===== config.mk =====
export PLATFORM = sky130hd
export DESIGN_NAME = pdi_frame_transceiver
export DESIGN_NICKNAME = d
export VERILOG_FILES = /design/src/sv/pdi_pkg.sv /design/src/sv/pdi_frame_transceiver.sv /design/src/sv/pdi_step.sv
export VERILOG_INCLUDE_DIRS = /design/src /design/src/sv
export SDC_FILE = /design/constraint.sdc
export NUM_CORES = 1
export LEC_CHECK = 0
export BUFFER_PORTS_ARGS = -buffer_cell sky130_fd_sc_hd__buf_2
export CORE_MARGIN = 2
export CORE_UTILIZATION = 40
export CTS_BUF_LIST = sky130_fd_sc_hd__clkbuf_4 sky130_fd_sc_hd__clkbuf_8
export CTS_CLUSTER_DIAMETER = 40
export DETAILED_ROUTE_END_ITERATION = 12
export PLACE_DENSITY = 0.69
export SLEW_MARGIN = 20
export SYNTH_ARGS = -nofsm -noshare
export SYNTH_HDL_FRONTEND = slang
export SYNTH_SLANG_ARGS = --single-unit

===== constraint.sdc =====
create_clock -name clk -period 4 [get_ports clk]
set_input_delay 0.2 -clock clk [delete_from_list [all_inputs] [get_ports clk]]
set_output_delay 0.2 -clock clk [all_outputs]
set_load 0.01 [all_outputs]

===== src/sv/pdi_frame_transceiver_assert.svh =====
// Assertion macros for the frame transceiver. The checks are compiled out
// when SYNTHESIS is defined.
`ifndef PDI_FRAME_TRANSCEIVER_ASSERT_SVH
`define PDI_FRAME_TRANSCEIVER_ASSERT_SVH

`ifndef SYNTHESIS
`define PDI_ASSERT_SAME(label, ante, cons) \
  label: assert property (@(posedge clk) disable iff (!rst_n) (ante) |-> (cons)) \
    else $error("pdi_frame_transceiver: same-cycle check failed");
`define PDI_ASSERT_NEXT(label, ante, cons) \
  label: assert property (@(posedge clk) disable iff (!rst_n) (ante) |=> (cons)) \
    else $error("pdi_frame_transceiver: next-cycle check failed");
`else
`define PDI_ASSERT_SAME(label, ante, cons)
`define PDI_ASSERT_NEXT(label, ante, cons)
`endif

`endif


===== src/sv/pdi_pkg.sv =====
`default_nettype none

package pdi_pkg;

  localparam logic [1:0] KIND_TICK = 2'd0;
  localparam logic [1:0] KIND_SEND = 2'd1;
  localparam logic [1:0] KIND_RECV = 2'd2;

  localparam logic [8:0] RX_TIMEOUT_RESET = 9'd256;

  // Bit positions inside a frame.
  localparam logic [3:0] BIT_LAST_DATA = 4'd8;
  localparam logic [3:0] BIT_PARITY    = 4'd9;
  localparam logic [3:0] BIT_RX_LAST   = 4'd10;
  localparam logic [3:0] BIT_TX_LAST   = 4'd11;

  typedef struct packed {
    logic [1:0] kind;
    logic [7:0] tx_byte;
    logic       data_in;
  } in_item_t;

  typedef struct packed {
    logic       data_out;
    logic       data_drive;
    logic       clock_active;
    logic       busy_res;
    logic       rx_done;
    logic [7:0] rx_byte;
    logic       parity_error;
    logic       stop_error;
    logic       timeout_error;
  } out_item_t;

endpackage

`default_nettype wire


===== src/sv/pdi_frame_transceiver.sv =====
// Channel   Direction  Payload     Handshake
// in_       input      in_item_t   in_valid / in_ready
// out_      output     out_item_t  out_valid / out_ready
// cfg_      input      9 bits      cfg_we, no wait
//
// Every transfer in yields one transfer out, via the input register and the
// result register; one item per cycle is sustained while out_ready is high.
// The frame state advances once per item, in the cycle the item moves from
// the input register into the result register. A stalled output holds the
// result register; the input register holds one more, then in_ready drops.
// Reset is synchronous: line released, block idle, rx_timeout back to 256.
`default_nettype none
`include "pdi_frame_transceiver_assert.svh"

module pdi_frame_transceiver import pdi_pkg::*; (
  input  wire logic       clk,
  input  wire logic       rst_n,
  input  wire logic       in_valid,
  output logic            in_ready,
  input  wire in_item_t   in_item,
  output logic            out_valid,
  input  wire logic       out_ready,
  output out_item_t       out_item,
  input  wire logic       cfg_we,
  input  wire logic [8:0] cfg_wdata
);

  logic       in_valid_r;
  in_item_t   in_item_r;
  logic       out_valid_r;
  out_item_t  out_item_r;
  logic [8:0] rx_timeout_r;
  logic       advance;
  out_item_t  step_res;

  assign advance   = in_valid_r && (!out_valid_r || out_ready);
  assign in_ready  = !in_valid_r || advance;
  assign out_valid = out_valid_r;
  assign out_item  = out_item_r;

  pdi_step u_step (
    .clk        (clk),
    .rst_n      (rst_n),
    .step_en    (advance),
    .item       (in_item_r),
    .rx_timeout (rx_timeout_r),
    .res        (step_res)
  );

  always_ff @(posedge clk) begin
    if (!rst_n) begin
      in_valid_r   <= 1'b0;
      out_valid_r  <= 1'b0;
      rx_timeout_r <= RX_TIMEOUT_RESET;
    end else begin
      if (in_ready) begin
        in_valid_r <= in_valid;
      end
      if (advance) begin
        out_valid_r <= 1'b1;
      end else if (out_ready) begin
        out_valid_r <= 1'b0;
      end
      if (cfg_we) begin
        rx_timeout_r <= cfg_wdata;
      end
    end
  end

  always_ff @(posedge clk) begin
    if (in_valid && in_ready) begin
      in_item_r <= in_item;
    end
    if (advance) begin
      out_item_r <= step_res;
    end
  end

  `PDI_ASSERT_NEXT(a_advance_fills_out, advance, out_valid_r)
  `PDI_ASSERT_SAME(a_done_is_receive, out_valid && out_item.rx_done, out_item.clock_active && out_item.busy_res && !out_item.data_drive)
  `PDI_ASSERT_SAME(a_timeout_empty, out_valid && out_item.timeout_error, out_item.rx_done && (out_item.rx_byte == 8'd0))
  `PDI_ASSERT_SAME(a_idle_quiet, out_valid && !out_item.busy_res, !out_item.clock_active && (out_item.data_out == out_item.data_drive))

endmodule

`default_nettype wire


===== src/sv/pdi_step.sv =====
`default_nettype none

module pdi_step import pdi_pkg::*; (
  input  wire logic       clk,
  input  wire logic       rst_n,
  input  wire logic       step_en,
  input  wire in_item_t   item,
  input  wire logic [8:0] rx_timeout,
  output out_item_t       res
);

  typedef enum logic [1:0] {
    PH_IDLE,
    PH_TX,
    PH_RX_WAIT,
    PH_RX_FRAME
  } phase_t;

  phase_t     phase_r, phase_nxt;
  logic [3:0] bit_count_r, bit_count_nxt;
  logic [7:0] shift_r, shift_nxt;
  logic       parity_r, parity_nxt;
  logic [8:0] wait_count_r, wait_count_nxt;
  logic       line_driven_r, line_driven_nxt;
  logic       first_stop_r, first_stop_nxt;

  logic       do_tx;
  logic       do_wait;
  logic [8:0] wait_base;
  logic [8:0] wait_inc;
  logic [3:0] tx_idx;
  logic       tx_bit;

  always_comb begin
    phase_nxt       = phase_r;
    bit_count_nxt   = bit_count_r;
    shift_nxt       = shift_r;
    parity_nxt      = parity_r;
    wait_count_nxt  = wait_count_r;
    line_driven_nxt = line_driven_r;
    first_stop_nxt  = first_stop_r;
    res             = '0;
    do_tx           = 1'b0;
    do_wait         = 1'b0;
    wait_base       = wait_count_r;
    tx_idx          = bit_count_r - 4'd1;
    tx_bit          = 1'b1;
    wait_inc        = '0;

    unique case (phase_r)
      PH_TX: begin
        do_tx = 1'b1;
      end
      PH_RX_WAIT: begin
        do_wait = 1'b1;
      end
      PH_RX_FRAME: begin
        res.clock_active = 1'b1;
        res.busy_res     = 1'b1;
        if (bit_count_r >= BIT_RX_LAST) begin
          phase_nxt          = PH_IDLE;
          bit_count_nxt      = '0;
          res.rx_done        = 1'b1;
          res.rx_byte        = shift_r;
          res.parity_error   = parity_r;
          res.stop_error     = ~(first_stop_r & item.data_in);
        end else begin
          if (bit_count_r < BIT_LAST_DATA) begin
            shift_nxt  = {item.data_in, shift_r[7:1]};
            parity_nxt = parity_r ^ item.data_in;
          end else if (bit_count_r == BIT_LAST_DATA) begin
            parity_nxt = parity_r ^ item.data_in;
          end else begin
            first_stop_nxt = item.data_in;
          end
          bit_count_nxt = bit_count_r + 4'd1;
        end
      end
      PH_IDLE: begin
        if (item.kind == KIND_SEND) begin
          shift_nxt     = item.tx_byte;
          parity_nxt    = 1'b0;
          phase_nxt     = PH_TX;
          res.clock_active = 1'b1;
          res.busy_res     = 1'b1;
          if (!line_driven_r) begin
            // Idle bit of 1 while the line is still released.
            line_driven_nxt = 1'b1;
            bit_count_nxt   = '0;
            res.data_out    = 1'b1;
          end else begin
            // Start bit goes out in the command cycle itself.
            bit_count_nxt  = 4'd1;
            res.data_out   = 1'b0;
            res.data_drive = 1'b1;
          end
        end else if (item.kind == KIND_RECV) begin
          wait_count_nxt = '0;
          phase_nxt      = PH_RX_WAIT;
          if (line_driven_r) begin
            // Turnaround cycle after releasing the line.
            line_driven_nxt  = 1'b0;
            res.clock_active = 1'b1;
            res.busy_res     = 1'b1;
          end else begin
            do_wait   = 1'b1;
            wait_base = '0;
          end
        end else begin
          res.data_out   = line_driven_r;
          res.data_drive = line_driven_r;
        end
      end
      default: begin
      end
    endcase

    if (do_tx) begin
      res.data_drive   = 1'b1;
      res.clock_active = 1'b1;
      res.busy_res     = 1'b1;
      if (bit_count_r == '0) begin
        tx_bit = 1'b0;
      end else if (bit_count_r <= BIT_LAST_DATA) begin
        tx_bit     = shift_r[tx_idx[2:0]];
        parity_nxt = parity_r ^ tx_bit;
      end else if (bit_count_r == BIT_PARITY) begin
        tx_bit = parity_r;
      end else begin
        tx_bit = 1'b1;
      end
      res.data_out = tx_bit;
      if (bit_count_r >= BIT_TX_LAST) begin
        phase_nxt     = PH_IDLE;
        bit_count_nxt = '0;
      end else begin
        bit_count_nxt = bit_count_r + 4'd1;
      end
    end

    if (do_wait) begin
      res.clock_active = 1'b1;
      res.busy_res     = 1'b1;
      wait_inc         = wait_base + 9'd1;
      if (!item.data_in) begin
        phase_nxt      = PH_RX_FRAME;
        bit_count_nxt  = '0;
        shift_nxt      = '0;
        parity_nxt     = 1'b0;
        wait_count_nxt = wait_base;
      end else if (wait_inc >= rx_timeout) begin
        phase_nxt         = PH_IDLE;
        wait_count_nxt    = '0;
        res.rx_done       = 1'b1;
        res.timeout_error = 1'b1;
      end else begin
        wait_count_nxt = wait_inc;
      end
    end
  end

  always_ff @(posedge clk) begin
    if (!rst_n) begin
      phase_r       <= PH_IDLE;
      bit_count_r   <= '0;
      shift_r       <= '0;
      parity_r      <= 1'b0;
      wait_count_r  <= '0;
      line_driven_r <= 1'b0;
      first_stop_r  <= 1'b0;
    end else if (step_en) begin
      phase_r       <= phase_nxt;
      bit_count_r   <= bit_count_nxt;
      shift_r       <= shift_nxt;
      parity_r      <= parity_nxt;
      wait_count_r  <= wait_count_nxt;
      line_driven_r <= line_driven_nxt;
      first_stop_r  <= first_stop_nxt;
    end
  end

endmodule

`default_nettype wire


# [Yosys cells after proc, flatten, opt, wreduce, memory -nomap -nowiden]
# Index checks and enable logic that the tools add are counted.
[word_totals] out_inout_bits=18 regBits=64 wordCells=135 input_bits=25
[op_classes] n_reduce_logical=18 n_eq_ne=8 n_mux=71 addsub=3 bitwise_logic=7 magnitude_cmp=6
[ops] op="9-bit two-way mux" count=10
[ops] op="8-bit two-way mux" count=5
[ops] op="4-bit two-way mux" count=8
[ops] op="1-bit two-way mux" count=27
[ops] op="2-bit two-way mux" count=12
[ops] op="11-bit two-way mux" count=2
[ops] op="8-bit one-hot mux with 2 select lines" count=1
[ops] op="9-bit by 1-bit adder with 9-bit output (second input constant)" count=1
[ops] op="9-bit >= comparator" count=1
[ops] op="4-bit == test (second input constant)" count=2
[ops] op="4-bit >= comparator (second input constant)" count=2
[ops] op="2-bit one-hot mux with 2 select lines" count=2
[ops] op="4-bit one-hot mux with 2 select lines" count=1
[ops] op="2-bit nonzero test" count=4
[ops] op="2-bit == test (second input constant)" count=3
[ops] op="5-bit AND reduction" count=1
[ops] op="4-bit by 1-bit adder with 4-bit output (second input constant)" count=1
[ops] op="2-bit by 1-bit == test with 1-bit output (second input constant)" count=2
[ops] op="4-bit <= comparator (second input constant)" count=1
[ops] op="4-bit logical NOT" count=1
[ops] op="3-bit by 4-bit < comparator with 1-bit output (second input constant)" count=1
[ops] op="4-bit < comparator (second input constant)" count=1
[ops] op="1-bit NOT" count=4
[ops] op="1-bit one-hot mux with 2 select lines" count=2
[ops] op="13 further kinds" count=18

# [Depth between registers and ports, before layout]
[depth] word_depth=10 depth_mapped=17 depth_no_buf=15

# [By module]
# From an unflattened synthesis, not the netlist that was laid out.
[unflattened] cells_unflattened=378 area_unflattened_um2=3656.0
[by_module_without_submodules] mod="pdi_step" seq_area_each_um2=520.5 cells_each=313 area_per_inst_um2=2422.3 instances=1
[by_module_without_submodules] mod="pdi_frame_transceiver" seq_area_each_um2=1031.0 cells_each=65 area_per_inst_um2=1233.7 instances=1

# [Least setup slack after synthesis]
# OpenSTA, ideal clock, no wires.
[synth_path] path_type="register to register" startpoint="reg u_step.phase_r[0]" endpoint="reg out_item_r (netlist bit out_item[11]) (data pin)" setup_ps=256 path_stages_with_launch=17 synth_period_minus_slack_ps=3476 path_buffers=1 required_ps=3744 arrival_time_ps=3220 setup_slack_ps=524 path_cell_list="dfxtp_1 -> inv_1 -> ha_1 -> nand4bb_1 -> buf_4 -> nand2_1 -> inv_1 -> ha_1 -> nand3_1 -> or3_1 -> a21oi_1 -> ha_1 -> a21oi_1 -> o21ai_0 -> a41oi_1 -> nand2_1 -> a31o_2"
[synth_rtl] item="from (decl)" line_no="pdi_step.sv:19" text="phase_t phase_r, phase_nxt;"
[synth_rtl] item="from (signal assigned)" line_no="pdi_step.sv:172" text="phase_r <= phase_nxt;"
[synth_rtl] item="to (signal assigned)" line_no="pdi_frame_transceiver.sv:75" text="out_item_r <= step_res;"
[synth_rtl] item="to (decl)" line_no="pdi_frame_transceiver.sv:31" text="out_item_t out_item_r;"

==> impl_metrics.tcl <==
set metrics [dict create \
    synth.most_common_cell "dfxtp_1" \
    first_pass_iters 5 \
    crit_cells 15 \
    fill_cells 827 \
    critical_path.top_delay_family "simple AND/OR/NAND/NOR gates" \
    power.density_mw_per_mm2 386 \
    tritoncts "yes" \
    r2r-start "in_item_r[10]" \
    final_nets 439 \
    ctsHoldBuffers 0 \
    rrSetupSlack_ns 0.31 \
    drive_above_1_share_pct 17.8 \
    pin_count 43 \
    layout_min_cycle_time_ns 3.69 \
    drc 0 \
    overflow 0 \
    numCtsBuffers 9 \
    clk_path_buf_depth 2 \
    tightestPinTransition_ns 0.719 \
    initial_core_util_pct 40.5 \
    synth-edff-count 26 \
    path_buf_inv 2 \
    root_buffer "clkbuf_8" \
    synthCells 358 \
    yosys-top-cells-area "edfxtp_1 22%, dfxtp_1 21%, ha_1 6.8%" \
    rows 34 \
    diodes 0 \
    area.sequential_mm2 0.00152 \
    htree_num_levels 3 \
    grt_pass1_vias 2805 \
    antenna_found_initial 0 \
    fmax_ghz 0.271 \
    grt_setup_unrepaired "false" \
    cts_resized 0 \
    syn_nets 402 \
    setup_viol 0 \
    peakVddDrop_mv 0.195 \
    finalWirelength_um 7810 \
    final_antenna_net_count 0 \
    cp-startpoint "in_item_r[10]" \
    drtIter0Drc 192 \
    core_mm2 0.00859 \
    grt_usage_pct 17.3 \
    yosysSeqAreaShare_pct 43.7 \
    slew_headroom_pct 52.0 \
    cp-end-kind "flip-flop" \
    worstSetupPathType "reg2reg" \
    r2r.worst_path.cells 15 \
    grt_pass1_wl_um 13400 \
    fin_skew_ns 0.0104 \
    arrival_ns 3.80 \
    routedWlPerCell_um 15.4 \
    hp-class "in2reg" \
    cp-start-kind "flip-flop" \
    yosysTopAreaCellShare_pct 22.4 \
    path_max_fanout 10 \
    maxCapViolCount 0 \
    synth_common_cells "37 x dfxtp_1, 27 x inv_1, 26 x edfxtp_1, 26 x nor2b_1, 23 x nand2_1" \
    timing.rr.end "out_item[11]" \
    ys_types 58 \
    total_leakage_power_nw 1.53 \
    yosys_register_bits 63 \
    critical_path.cell_chain "inv_1 > ha_1 > nand4bb_1 > nand2_1 > inv_1 > ha_1 > nand3_1 > or3_1 > a21oi_1 > ha_1 > a21oi_1 > o21ai_0 > a41oi_1 > nand2_1 > a31o_2" \
    cts.sinks 63 \
    yosysWarnings 0 \
    cp_common_cell "ha_1" \
    cp_slowest_cell "edfxtp_1" \
    synthArstFlopShare_pct 0 \
    grt_max_degree 38 \
    synth.avg_cell_area_um2 9.72 \
    chipWidth_um 97.3 \
    multi_input_area_mm2 0.00176 \
    vias 2837 \
    timing.final.crit_share_pct 92.3 \
    setup.worst_path.end "out_item[11]" \
    fin_cells 508 \
    finalHoldViolCount 0 \
    ys.flop_type "dfxtp_1" \
    die_h_um 97.3 \
    final.setup.tns_ns 0 \
    dp_hpwl_um 5650 \
    via_per_inst 5.58 \
    clk_pin_slew_worst_paths_ns 0.08 \
    die_area_mm2 0.00946 \
    cpPeakStageDelay_ns 0.41 \
    netlist_area_mm2 0.00348 \
    yosys.area.top_type "edfxtp_1" \
    clock_latency_ns 0.35 \
    area_growth_pct 14.6 \
    outcome "finished clean" \
    place.gp.congestion 0.921 \
    placed_cells 492 \
    finalMaxSlewViolations 0 \
    cts_setup_buffers 0 \
    numPortBuffers 42 \
    crit_required_ns 4.11 \
]
-- worst min-delay path by stage --
stage / startpoint / endpoint / slack [ns] / depth (start not counted)
6_report: in_item[4] / in_item_r[4] / 0.02 / 1
3_5_place_dp: in_item[4] / in_item_r[4] / 0.38 / 1
4_1_cts: in_item[2] / in_item_r[2] / 0.01 / 1
5_1_grt: in_item[1] / in_item_r[1] / 0.004 / 1
3_3_place_gp: in_item[4] / in_item_r[4] / 0.38 / 1
2_1_floorplan: in_item[0] / in_item_r[0] / 0.30 / 0
-- metrics by stage --
step	total power, W	setup WS (ns)	util [%]	hold slack, ns	area [um^2]
6_report	0.00154	0.308	46.4	0.0175	3990
5_1_grt	0.00160	0.0352	46.4	0.00387	3990
4_1_cts	0.00155	0.334	46.4	0.0112	3990
3_5_place_dp	0.000869	0.392	43.6	0.378	3750
3_3_place_gp	0.000867	0.583	43.6	0.378	3750
2_1_floorplan	0.000823	0.524	-	0.299	3480
-- logic make-up (layout without fill, tap and decap cells) --
group | Yosys count | in the layout | synth area share (%)
AO/OA/AOI/OAI | 90 | 90 | 18.2
buffers and inverters | 45 | 87 | 5.61
flip-flops | 63 | 63 | 43.7
adder cells (fa/ha/maj) | 20 | 20 | 7.12
XOR/XNOR | 4 | 4 | 1.01
multiplexers | 14 | 14 | 4.74
AND/OR/NAND/NOR | 122 | 122 | 19.7
-- routing by layer --
layer / share of wire (%) / up-vias / global-route usage [%] / wire length (um)
li1: - / 1379 / - / -
met1: 44 / 1319 / 22.6 / 3420
met2: 47 / 127 / 27.5 / 3640
met3: 8.1 / 12 / 5.54 / 631
met4: 1.5 / 0 / 5.66 / 119
met5: 0 / - / 0 / 0
-- layout make-up --
| class | instances | share of cell area (%) |
|---|---|---|
| clock buffer | 9 | 3.10 |
| tap | 108 | 3.39 |
| inverter | 27 | 2.54 |
| multi-input combinational | 250 | 44.2 |
| clock inverter | 7 | 2.98 |
| timing repair buffer | 44 | 5.64 |
| sequential | 63 | 38.1 |
-- power breakdown --
| group | leakage [nW] | switching, W | internal, W | total, W |
|---|---|---|---|---|
| logic | 0.866 | 0.0000899 | 0.0000569 | 0.000147 |
| clock network | 0.118 | 0.000268 | 0.000416 | 0.000684 |
| registers | 0.545 | 0.0000153 | 0.000694 | 0.000710 |
-- sequential cells by signal, indices dropped and copies added (netlist names), 2 cells and up --
name and flops:
u_step.wait_count_r 9, u_step.bit_count_r 4, u_step.shift_r 8, in_item_r 11, u_step.phase_r 2, rx_timeout_r 9, out_item 15
-- placed cells by master (no fill, tap or decap), drive strengths merged, types with 15 or more instances in the layout --
| cell type | synthesis | layout |
|---|---|---|
| edfxtp | 26 | 26 |
| inv | 27 | 29 |
| nor2 | 15 | 15 |
| ha | 19 | 19 |
| o21ai | 18 | 18 |
| nand2 | 24 | 24 |
| buf | 7 | 44 |
| nor2b | 26 | 26 |
| a21oi | 20 | 20 |
| dfxtp | 37 | 37 |
(Power assumes the default switching activity.)
